===== src/iqenv_pkg.sv =====
`default_nettype none
// ----------------------------------------------------------------------------
// iqenv_pkg
// shared widths and helpers for the iq envelope demodulator
// ----------------------------------------------------------------------------
package iqenv_pkg;

   localparam int SAMPLE_BITS    = 16;
   localparam int COEF_FRAC_BITS = 16;
   localparam int COEF_BITS      = COEF_FRAC_BITS + 4;
   localparam int ACC_BITS       = SAMPLE_BITS + 8;
   localparam int MAG_BITS       = SAMPLE_BITS + 2;
   localparam int RESULT_BITS    = 20;
   localparam int NUM_REGS       = 5;
   localparam int CSR_IDX_BITS   = 3;
   localparam int PROD_BITS      = COEF_BITS + ACC_BITS;
   localparam int SUM_BITS       = PROD_BITS + 3;
   localparam int SQ_BITS        = 2 * ACC_BITS + 1;
   localparam int POLE_NUM       = 65208;
   localparam int POLE_FRAC      = 16;
   localparam int ISQRT_STEPS    = SQ_BITS / 2 + 1;
   localparam int ISQRT_CNT_BITS = $clog2(ISQRT_STEPS + 1);

   localparam logic [CSR_IDX_BITS-1:0] REG_B0 = 3'd0;
   localparam logic [CSR_IDX_BITS-1:0] REG_B1 = 3'd1;
   localparam logic [CSR_IDX_BITS-1:0] REG_B2 = 3'd2;
   localparam logic [CSR_IDX_BITS-1:0] REG_A1 = 3'd3;
   localparam logic [CSR_IDX_BITS-1:0] REG_A2 = 3'd4;

   typedef logic signed [COEF_BITS-1:0] coef_type;
   typedef logic signed [ACC_BITS-1:0]  acc_type;

   // handshake between sequencer and isqrt unit
   typedef struct packed {
      logic                  start;
      logic [SQ_BITS-1:0]    radicand;
   } sqrt_req_type;

   typedef struct packed {
      logic                  done;
      logic [MAG_BITS-2:0]   root;
   } sqrt_rsp_type;

endpackage
`default_nettype wire


===== src/iqenv_isqrt.sv =====
`default_nettype none
// ----------------------------------------------------------------------------
// iqenv_isqrt
// bit-serial integer square root, one result bit per cycle
// ----------------------------------------------------------------------------
module iqenv_isqrt (
   input  wire                     clock,
   input  wire                     reset,
   input  iqenv_pkg::sqrt_req_type req,
   output iqenv_pkg::sqrt_rsp_type rsp
);
   import iqenv_pkg::*;

   localparam int W = 2 * ISQRT_STEPS;

   logic [W-1:0]              rem_ff, rem_in;
   logic [W-1:0]              res_ff, res_in;
   logic [W-1:0]              bit_ff, bit_in;
   logic [ISQRT_CNT_BITS-1:0] cnt_ff, cnt_in;
   logic                      busy_ff, busy_in;
   logic                      done_ff, done_in;
   logic [W-1:0]              trial;
   logic [W-ISQRT_STEPS-1:0]  unused_hi;

   assign trial = res_ff + bit_ff;
   assign unused_hi = res_ff[W-1:ISQRT_STEPS];

   always_comb begin
      rem_in  = rem_ff;
      res_in  = res_ff;
      bit_in  = bit_ff;
      cnt_in  = cnt_ff;
      busy_in = busy_ff;
      done_in = 1'b0;
      if (req.start) begin
         rem_in  = W'(req.radicand);
         res_in  = '0;
         bit_in  = {2'b01, {(W-2){1'b0}}};
         cnt_in  = ISQRT_CNT_BITS'(ISQRT_STEPS);
         busy_in = 1'b1;
      end else if (busy_ff) begin
         if (rem_ff >= trial) begin
            rem_in = rem_ff - trial;
            res_in = (res_ff >> 1) + bit_ff;
         end else begin
            res_in = res_ff >> 1;
         end
         bit_in = bit_ff >> 2;
         cnt_in = cnt_ff - 1'b1;
         if (cnt_ff == ISQRT_CNT_BITS'(1)) begin
            busy_in = 1'b0;
            done_in = 1'b1;
         end
      end
   end

   always_ff @(posedge clock) begin
      if (reset) begin
         busy_ff <= 1'b0;
         done_ff <= 1'b0;
         cnt_ff  <= '0;
      end else begin
         busy_ff <= busy_in;
         done_ff <= done_in;
         cnt_ff  <= cnt_in;
      end
      rem_ff <= rem_in;
      res_ff <= res_in;
      bit_ff <= bit_in;
   end

   // root fits in ISQRT_STEPS bits; saturate to the magnitude range
   always_comb begin
      rsp.done = done_ff;
      if ((|unused_hi) || (res_ff[ISQRT_STEPS-1:0] > ISQRT_STEPS'((1 << (MAG_BITS-1)) - 1)))
         rsp.root = '1;
      else
         rsp.root = res_ff[MAG_BITS-2:0];
   end

endmodule
`default_nettype wire


===== src/iq_envelope_demodulator_top.sv =====
`default_nettype none
// ----------------------------------------------------------------------------
// iq_envelope_demodulator_top
// iq biquad filter, magnitude, dc blocker, one result per sample
// ----------------------------------------------------------------------------
//  channel | ports                          | direction
//  req     | req_valid/stall, i/q_sample    | in, one iq sample
//  rsp     | rsp_valid/stall, envelope_ac   | out, one envelope value
//  csr     | csr_valid/ready, index, wdata  | in, coefficient write
//
//  a sample is taken only in idle; it then runs through these steps in order:
//  ten multiply-accumulate steps on one shared multiplier, the two squares,
//  a 25 step bit-serial square root with the dc blocker multiply overlapped
//  on the shared multiplier, the load of the output register and the
//  return to idle
//  reset clears all filter state and loads b0 = 1.0, others zero
//  the result sits in an output register; the next sample is taken while
//  it waits, but a third waits until the register is free
// ----------------------------------------------------------------------------
module iq_envelope_demodulator_top (
   input  wire                                       clock,
   input  wire                                       reset,
   input  wire                                       req_valid,
   output logic                                      req_stall,
   input  wire  signed [iqenv_pkg::SAMPLE_BITS-1:0]  req_i_sample,
   input  wire  signed [iqenv_pkg::SAMPLE_BITS-1:0]  req_q_sample,
   output logic                                      rsp_valid,
   input  wire                                       rsp_stall,
   output logic signed [iqenv_pkg::RESULT_BITS-1:0]  rsp_envelope_ac,
   input  wire                                       csr_valid,
   output logic                                      csr_ready,
   input  wire         [iqenv_pkg::CSR_IDX_BITS-1:0] csr_index,
   input  wire         [iqenv_pkg::COEF_BITS-1:0]    csr_wdata
);
   import iqenv_pkg::*;

   typedef enum logic [6:0] {
      ST_IDLE = 7'b0000001,
      ST_MAC  = 7'b0000010,
      ST_SAT  = 7'b0000100,
      ST_SQ   = 7'b0001000,
      ST_ROOT = 7'b0010000,
      ST_DC   = 7'b0100000,
      ST_OUT  = 7'b1000000
   } state_type;

   state_type state_ff, state_in;

   coef_type coef_ff [NUM_REGS];

   acc_type  xi_ff [2];
   acc_type  xq_ff [2];
   acc_type  yi_ff [2];
   acc_type  yq_ff [2];
   logic [MAG_BITS-1:0] dc_in_ff;
   acc_type  dc_out_ff;

   acc_type  cur_i_ff, cur_q_ff;
   logic signed [SUM_BITS-1:0] acc_ff;
   logic [SQ_BITS-1:0]         sq_ff;
   logic [3:0]                 step_ff;
   logic                       res_valid_ff;
   logic signed [RESULT_BITS-1:0] res_ff;

   // shared multiplier
   logic signed [COEF_BITS-1:0] mul_a;
   logic signed [ACC_BITS-1:0]  mul_b;
   logic signed [PROD_BITS-1:0] prod;
   logic signed [PROD_BITS-1:0] prod_ff;
   logic                        prod_en_ff;
   logic                        prod_neg_ff;

   sqrt_req_type sreq;
   sqrt_rsp_type srsp;

   logic accept;
   logic signed [SUM_BITS-1:0] rnd;
   acc_type biq_y;
   logic signed [SUM_BITS-1:0] dc_sum;
   acc_type dc_y;

   iqenv_isqrt u_isqrt (
      .clock (clock),
      .reset (reset),
      .req   (sreq),
      .rsp   (srsp)
   );

   assign csr_ready = 1'b1;
   assign req_stall = (state_ff != ST_IDLE);
   assign accept    = req_valid && !req_stall;
   assign rsp_valid = res_valid_ff;
   assign rsp_envelope_ac = res_ff;

   // step schedule: 0..4 i-channel taps, 5..9 q-channel taps
   always_comb begin
      mul_a = '0;
      mul_b = '0;
      case (step_ff)
         4'd0: begin mul_a = coef_ff[0]; mul_b = cur_i_ff;  end
         4'd1: begin mul_a = coef_ff[1]; mul_b = xi_ff[0];  end
         4'd2: begin mul_a = coef_ff[2]; mul_b = xi_ff[1];  end
         4'd3: begin mul_a = coef_ff[3]; mul_b = yi_ff[0];  end
         4'd4: begin mul_a = coef_ff[4]; mul_b = yi_ff[1];  end
         4'd5: begin mul_a = coef_ff[0]; mul_b = cur_q_ff;  end
         4'd6: begin mul_a = coef_ff[1]; mul_b = xq_ff[0];  end
         4'd7: begin mul_a = coef_ff[2]; mul_b = xq_ff[1];  end
         4'd8: begin mul_a = coef_ff[3]; mul_b = yq_ff[0];  end
         4'd9: begin mul_a = coef_ff[4]; mul_b = yq_ff[1];  end
         default: begin mul_a = '0; mul_b = '0; end
      endcase
      // dc blocker feedback product while the root is running
      if (state_ff == ST_ROOT) begin
         mul_a = COEF_BITS'(POLE_NUM);
         mul_b = dc_out_ff;
      end
   end

   assign prod = mul_a * mul_b;

   // round half up then floor shift, saturate to accumulator width
   always_comb begin
      rnd = (acc_ff + SUM_BITS'(1 << (COEF_FRAC_BITS-1))) >>> COEF_FRAC_BITS;
      if (rnd > SUM_BITS'((1 << (ACC_BITS-1)) - 1))
         biq_y = {1'b0, {(ACC_BITS-1){1'b1}}};
      else if (rnd < -SUM_BITS'(1 << (ACC_BITS-1)))
         biq_y = {1'b1, {(ACC_BITS-1){1'b0}}};
      else
         biq_y = rnd[ACC_BITS-1:0];
   end

   // dc blocker: x - x_prev + round(pole * y_prev)
   always_comb begin
      dc_sum = SUM_BITS'($signed({1'b0, srsp.root})) - SUM_BITS'($signed({1'b0, dc_in_ff}))
             + ((SUM_BITS'(prod_ff) + SUM_BITS'(1 << (POLE_FRAC-1))) >>> POLE_FRAC);
      if (dc_sum > SUM_BITS'((1 << (ACC_BITS-1)) - 1))
         dc_y = {1'b0, {(ACC_BITS-1){1'b1}}};
      else if (dc_sum < -SUM_BITS'(1 << (ACC_BITS-1)))
         dc_y = {1'b1, {(ACC_BITS-1){1'b0}}};
      else
         dc_y = dc_sum[ACC_BITS-1:0];
   end

   always_comb begin
      state_in = state_ff;
      unique case (state_ff)
         ST_IDLE: if (accept) state_in = ST_MAC;
         ST_MAC:  if (!prod_en_ff && step_ff == 4'd10) state_in = ST_SQ;
         ST_SAT:  state_in = ST_SQ;
         ST_SQ:   if (step_ff == 4'd2) state_in = ST_ROOT;
         ST_ROOT: if (srsp.done) state_in = ST_OUT;
         ST_DC:   state_in = ST_OUT;
         ST_OUT:  if (!res_valid_ff) state_in = ST_IDLE;
         default: state_in = ST_IDLE;
      endcase
   end

   always_comb begin
      sreq.start    = (state_ff == ST_SQ) && (step_ff == 4'd2);
      sreq.radicand = sq_ff;
   end

   logic [ACC_BITS-1:0] abs_i, abs_q, abs_sel;
   logic [2*ACC_BITS-1:0] sq_prod;
   assign abs_i   = yi_ff[0][ACC_BITS-1] ? ACC_BITS'(-yi_ff[0]) : yi_ff[0];
   assign abs_q   = yq_ff[0][ACC_BITS-1] ? ACC_BITS'(-yq_ff[0]) : yq_ff[0];
   assign abs_sel = (step_ff == 4'd0) ? abs_i : abs_q;
   assign sq_prod = abs_sel * abs_sel;

   logic pend_ff;

   always_ff @(posedge clock) begin
      if (reset) begin
         state_ff     <= ST_IDLE;
         res_valid_ff <= 1'b0;
         step_ff      <= '0;
         prod_en_ff   <= 1'b0;
         pend_ff      <= 1'b0;
         coef_ff[0]   <= COEF_BITS'(1 << COEF_FRAC_BITS);
         for (int k = 1; k < NUM_REGS; k++) coef_ff[k] <= '0;
         for (int k = 0; k < 2; k++) begin
            xi_ff[k] <= '0; xq_ff[k] <= '0; yi_ff[k] <= '0; yq_ff[k] <= '0;
         end
         dc_in_ff  <= '0;
         dc_out_ff <= '0;
      end else begin
         state_ff <= state_in;
         if (csr_valid && csr_ready && csr_index < CSR_IDX_BITS'(NUM_REGS))
            coef_ff[csr_index] <= csr_wdata;
         if (res_valid_ff && !rsp_stall) res_valid_ff <= 1'b0;
         unique case (state_ff)
            ST_IDLE: begin
               if (accept) begin
                  cur_i_ff   <= ACC_BITS'(req_i_sample);
                  cur_q_ff   <= ACC_BITS'(req_q_sample);
                  step_ff    <= '0;
                  acc_ff     <= '0;
                  prod_en_ff <= 1'b0;
               end
            end
            ST_MAC: begin
               // multiply registered, accumulated in the following cycle
               if (step_ff == 4'd6 && pend_ff) begin
                  // acc_ff holds the i taps; restart with the first q product
                  yi_ff[1] <= yi_ff[0];
                  yi_ff[0] <= biq_y;
                  xi_ff[1] <= xi_ff[0];
                  xi_ff[0] <= cur_i_ff;
                  acc_ff   <= prod_neg_ff ? -SUM_BITS'(prod_ff) : SUM_BITS'(prod_ff);
               end else if (prod_en_ff) begin
                  acc_ff <= prod_neg_ff ? acc_ff - SUM_BITS'(prod_ff)
                                        : acc_ff + SUM_BITS'(prod_ff);
               end
               if (step_ff != 4'd10) begin
                  prod_ff     <= prod;
                  prod_neg_ff <= (step_ff == 4'd3) || (step_ff == 4'd4) ||
                                 (step_ff == 4'd8) || (step_ff == 4'd9);
                  prod_en_ff  <= 1'b1;
                  step_ff     <= step_ff + 1'b1;
               end else begin
                  prod_en_ff <= 1'b0;
               end
               // i-channel sum complete once tap 4 is accumulated
               if (prod_en_ff && step_ff == 4'd5 && !pend_ff) begin
                  pend_ff <= 1'b1;
               end
               if (pend_ff && step_ff == 4'd6) begin
                  pend_ff <= 1'b0;
               end
               if (!prod_en_ff && step_ff == 4'd10) begin
                  yq_ff[1] <= yq_ff[0];
                  yq_ff[0] <= biq_y;
                  xq_ff[1] <= xq_ff[0];
                  xq_ff[0] <= cur_q_ff;
                  step_ff  <= '0;
               end
            end
            ST_SAT: step_ff <= '0;
            ST_SQ: begin
               if (step_ff == 4'd0) sq_ff <= SQ_BITS'(sq_prod);
               else if (step_ff == 4'd1) sq_ff <= sq_ff + SQ_BITS'(sq_prod);
               step_ff <= step_ff + 1'b1;
            end
            ST_ROOT: begin
               prod_ff <= prod;
               if (srsp.done) begin
                  dc_in_ff  <= {1'b0, srsp.root};
                  dc_out_ff <= dc_y;
               end
            end
            ST_DC: step_ff <= '0;
            ST_OUT: begin
               // load the output register once it is free
               if (!res_valid_ff) begin
                  res_valid_ff <= 1'b1;
                  if (dc_out_ff > ACC_BITS'((1 << (RESULT_BITS-1)) - 1))
                     res_ff <= {1'b0, {(RESULT_BITS-1){1'b1}}};
                  else if (dc_out_ff < -ACC_BITS'(1 << (RESULT_BITS-1)))
                     res_ff <= {1'b1, {(RESULT_BITS-1){1'b0}}};
                  else
                     res_ff <= dc_out_ff[RESULT_BITS-1:0];
               end
               step_ff <= '0;
            end
            default: step_ff <= '0;
         endcase
      end
   end

endmodule
`default_nettype wire

===== config.mk =====
export PLATFORM = sky130hd
export DESIGN_NAME = iq_envelope_demodulator_top
export DESIGN_NICKNAME = d
export VERILOG_FILES = /design/src/iqenv_pkg.sv /design/src/iqenv_isqrt.sv /design/src/iq_envelope_demodulator_top.sv
export SDC_FILE = /design/constraint.sdc
export NUM_CORES = 2
export LEC_CHECK = 0
export BUFFER_PORTS_ARGS = -buffer_cell sky130_fd_sc_hd__buf_2
export CORE_MARGIN = 10
export CORE_UTILIZATION = 40
export CTS_CLUSTER_SIZE = 20
export DETAILED_ROUTE_END_ITERATION = 10
export SYNTH_ARGS = -nofsm -noshare
export SYNTH_HDL_FRONTEND = slang
export SYNTH_SLANG_ARGS = --single-unit

===== constraint.sdc =====
create_clock -name clock -period 13.13 [get_ports clock]
set_input_delay 2.626 -clock clock [delete_from_list [all_inputs] [get_ports clock]]
set_output_delay 2.626 -clock clock [all_outputs]
set_load 0.01 [all_outputs]

==> impl_metrics.tcl <==
set metrics [dict create \
    status "completed" \
    hold_buffers 0 \
    place_hpwl_mm 175 \
    drt-initial-drc-count 4507 \
    grt_use_met1_pct 27.8 \
    die_height_um 453 \
    ant_nets 0 \
    htree_num_levels 3 \
    wl_mm 223 \
    vias_per_cell 5.46 \
    clk_path_buf_depth 3 \
    cts_root_buf "clkbuf_16" \
    synth_area_um2 75000 \
    ys_types 93 \
    synth_ff_type "edfxtp_1" \
    use_met3_pct 3.22 \
    first_pass_iters 6 \
    final_nets 9666 \
    cts-buffers-inserted 78 \
    hold_path_class "flip-flop to flip-flop" \
    die_area_um2 205000 \
    synth.avg_cell_area_um2 9.16 \
    startpoint "yi_ff[0][8]" \
    finalSetupTns_ns 0 \
    cp-start-kind "flip-flop" \
    critPathMaxFanout 15 \
    io_buffers 81 \
    grtUsageMet2_pct 35.9 \
    synthCells 8187 \
    synth-seq-area-share_pct 23.7 \
    cts-resized-gates 0 \
    drc_errors 0 \
    drive_gt1_share_pct 5.51 \
    grt_max_degree 92 \
    grt-busiest-layer "met2" \
    clock_sinks 638 \
    critical_path_required_ns 13.60 \
    async_reset_ff_share_pct 0 \
    fin_ws_ns 0.866 \
    fin_util_pct 43.6 \
    fin_worst_skew_ns 0.0894 \
    grt_pass1_vias 60100 \
    fin_crit_ns 12.26 \
    gr-usage-all-layers_pct 21.4 \
    post_cts_buffers 0 \
    area_delta_synth_final_pct 8.13 \
    core_um2 186000 \
    dpl_worst_slack_ns 0.923 \
    grt_pass1_wl_mm 349 \
    cp.arrival_ns 12.73 \
    max_stage_delay_ns 0.63 \
    cp-end-kind "flip-flop" \
    clk_latency_ns 0.72 \
    r2r-start "yi_ff[0][8]" \
    place_inst 10500 \
    gp_congestion 0.947 \
    vias 58300 \
    slew_viol_final 0 \
    rsz0062_at_grt "false" \
    cap_viol_max_count 0 \
    worst_pin_slew_ns 1.45 \
    path_clk_slew_ns 0.06 \
    setup_viol 0 \
    hp-start "u_isqrt.rem_ff[49]" \
    ys_warn_count 0 \
    seq_area_um2 17800 \
    multi_input_area_um2 51800 \
    period_share_pct 93.4 \
    hold_violations 0 \
    die_w_um 453 \
    path_class "flip-flop to flip-flop" \
    row_count 158 \
    ioPinCount 83 \
    worst_path_max_delay_cell "or4_1" \
    ys_ff_latch 638 \
    final_cells 10700 \
    cts_tree "built" \
    fmax_ghz 0.0815 \
    wl_per_cell_um 20.9 \
    synth_edf_count 502 \
    gr-total-overflow 0 \
    cpMostUsedCell "fa_1" \
    antenna_found_initial 6 \
    max_slew_margin_pct 3.53 \
    nFillCells 18200 \
    start_util_pct 40.4 \
]
worst paths after layout:
check,to,slack (ns),depth (start not counted)
max,sq_ff[47],0.87,40
min,u_isqrt.rem_ff[49],0.46,2
max reg2reg,sq_ff[47],0.87,40
min reg2reg,u_isqrt.rem_ff[49],0.46,2
placed cells by master, fill, tap and decap left out, types with 26 or more instances in the layout:
| cell | n |
|---|---|
| a211oi_1 | 79 |
| a21o_1 | 147 |
| a21oi_1 | 379 |
| a221o_1 | 26 |
| a22oi_1 | 123 |
| a31oi_1 | 79 |
| and2_1 | 214 |
| and3_1 | 97 |
| buf_2 | 81 |
| buf_4 | 130 |
| clkbuf_16 | 79 |
| dfxtp_1 | 135 |
| edfxtp_1 | 502 |
| fa_1 | 920 |
| ha_1 | 545 |
| inv_1 | 1136 |
| mux2i_1 | 42 |
| nand2_1 | 909 |
| nand2b_1 | 74 |
| nand3_1 | 102 |
| nand4_1 | 49 |
| nor2_1 | 718 |
| nor2b_1 | 70 |
| nor3_1 | 71 |
| nor4_1 | 31 |
| o21a_1 | 90 |
| o21ai_0 | 308 |
| o21ai_1 | 46 |
| o21bai_1 | 46 |
| o31ai_1 | 30 |
| or2_2 | 33 |
| xnor2_1 | 301 |
| xor2_1 | 213 |
metrics by stage:
stage,instance area [µm²],hold slack (ns)
after floorplan,75000,0.436
after global placement,78400,0.450
after detailed placement,78400,0.458
after CTS,81100,0.469
after global routing,81100,0.481
final,81100,0.462
area by class of cell:
cell class                 instances  share of cell area [%]
multi-input combinational       6070                    63.9
sequential                       638                    22.0
inverter                        1142                    5.29
tap                             2480                    3.83
clock buffer                      99                    2.59
timing repair buffer             211                    1.70
clock inverter                    46                   0.747
antenna                            2                 0.00617
registers in the layout (all words and copies together) (netlist names), 20 cells and up:
register,cells
rsp_envelope_ac,20
u_isqrt.bit_ff,25
u_isqrt.rem_ff,50
yq_ff,48
xi_ff,32
dc_out_ff,24
yi_ff,48
xq_ff,32
prod_ff,44
coef_ff,100
acc_ff,47
sq_ff,49
u_isqrt.res_ff,50
Yosys cell counts (43+ instances only):
| cell type | n | area, µm² |
|---|---|---|
| inv_1 | 1136 | 4260 |
| fa_1 | 920 | 18400 |
| nand2_1 | 915 | 3430 |
| nor2_1 | 723 | 2710 |
| ha_1 | 545 | 6820 |
| edfxtp_1 | 502 | 15100 |
| a21oi_1 | 387 | 1940 |
| clkbuf_1 | 316 | 1190 |
| o21ai_0 | 316 | 1580 |
| xnor2_1 | 301 | 2640 |
| and2_1 | 215 | 1350 |
| xor2_1 | 213 | 1870 |
| a21o_1 | 148 | 1110 |
| dfxtp_1 | 136 | 2720 |
| a22oi_1 | 123 | 923 |
| nand3_1 | 102 | 510 |
| and3_1 | 97 | 607 |
| o21a_1 | 90 | 676 |
| a211oi_1 | 80 | 601 |
| a31oi_1 | 80 | 500 |
| nand2b_1 | 74 | 463 |
| nor3_1 | 74 | 370 |
| nor2b_1 | 70 | 438 |
| nand4_1 | 49 | 307 |
| o21bai_1 | 46 | 345 |
| mux2i_1 | 43 | 430 |
logic make-up (layout without fill, tap and decap cells):
| family | count (synthesis) | after routing | synth area share, % |
|---|---|---|---|
| and+or+nand+nor | 2461 | 2461 | 15.0 |
| xor gates and xnor gates | 514 | 514 | 6.00 |
| adders and majority gates | 1466 | 1466 | 33.7 |
| AOI/OAI and AO/OA | 1563 | 1563 | 13.4 |
| buffers and inverters | 1495 | 1498 | 7.51 |
| muxes | 48 | 48 | 0.649 |
| other | 2 | 20 | 0.0100 |
| DFF | 638 | 638 | 23.7 |
critical path: cells and delay by family, from the launching register on:
| family | cells | cell delay (ns) |
|---|---|---|
| multiplexers | 1 | 0.27 |
| AND/OR/NAND/NOR | 8 | 2.08 |
| AO/OA/AOI/OAI | 15 | 3.74 |
| buffers and inverters | 4 | 0.79 |
| XOR/XNOR | 3 | 0.45 |
| adder cells (fa/ha/maj) | 9 | 4.25 |
| flip-flops | 1 | 0.49 |
layer usage:
metal	share of wire, %	routed length [µm]
met1	42	93000
met3	6.3	14100
met5	0.017	38
met4	4.4	9930
met2	48	106000
Power is left out: the tool's default activity adds up to more than one toggle a clock period on the data nets, which glitch-free logic cannot reach.
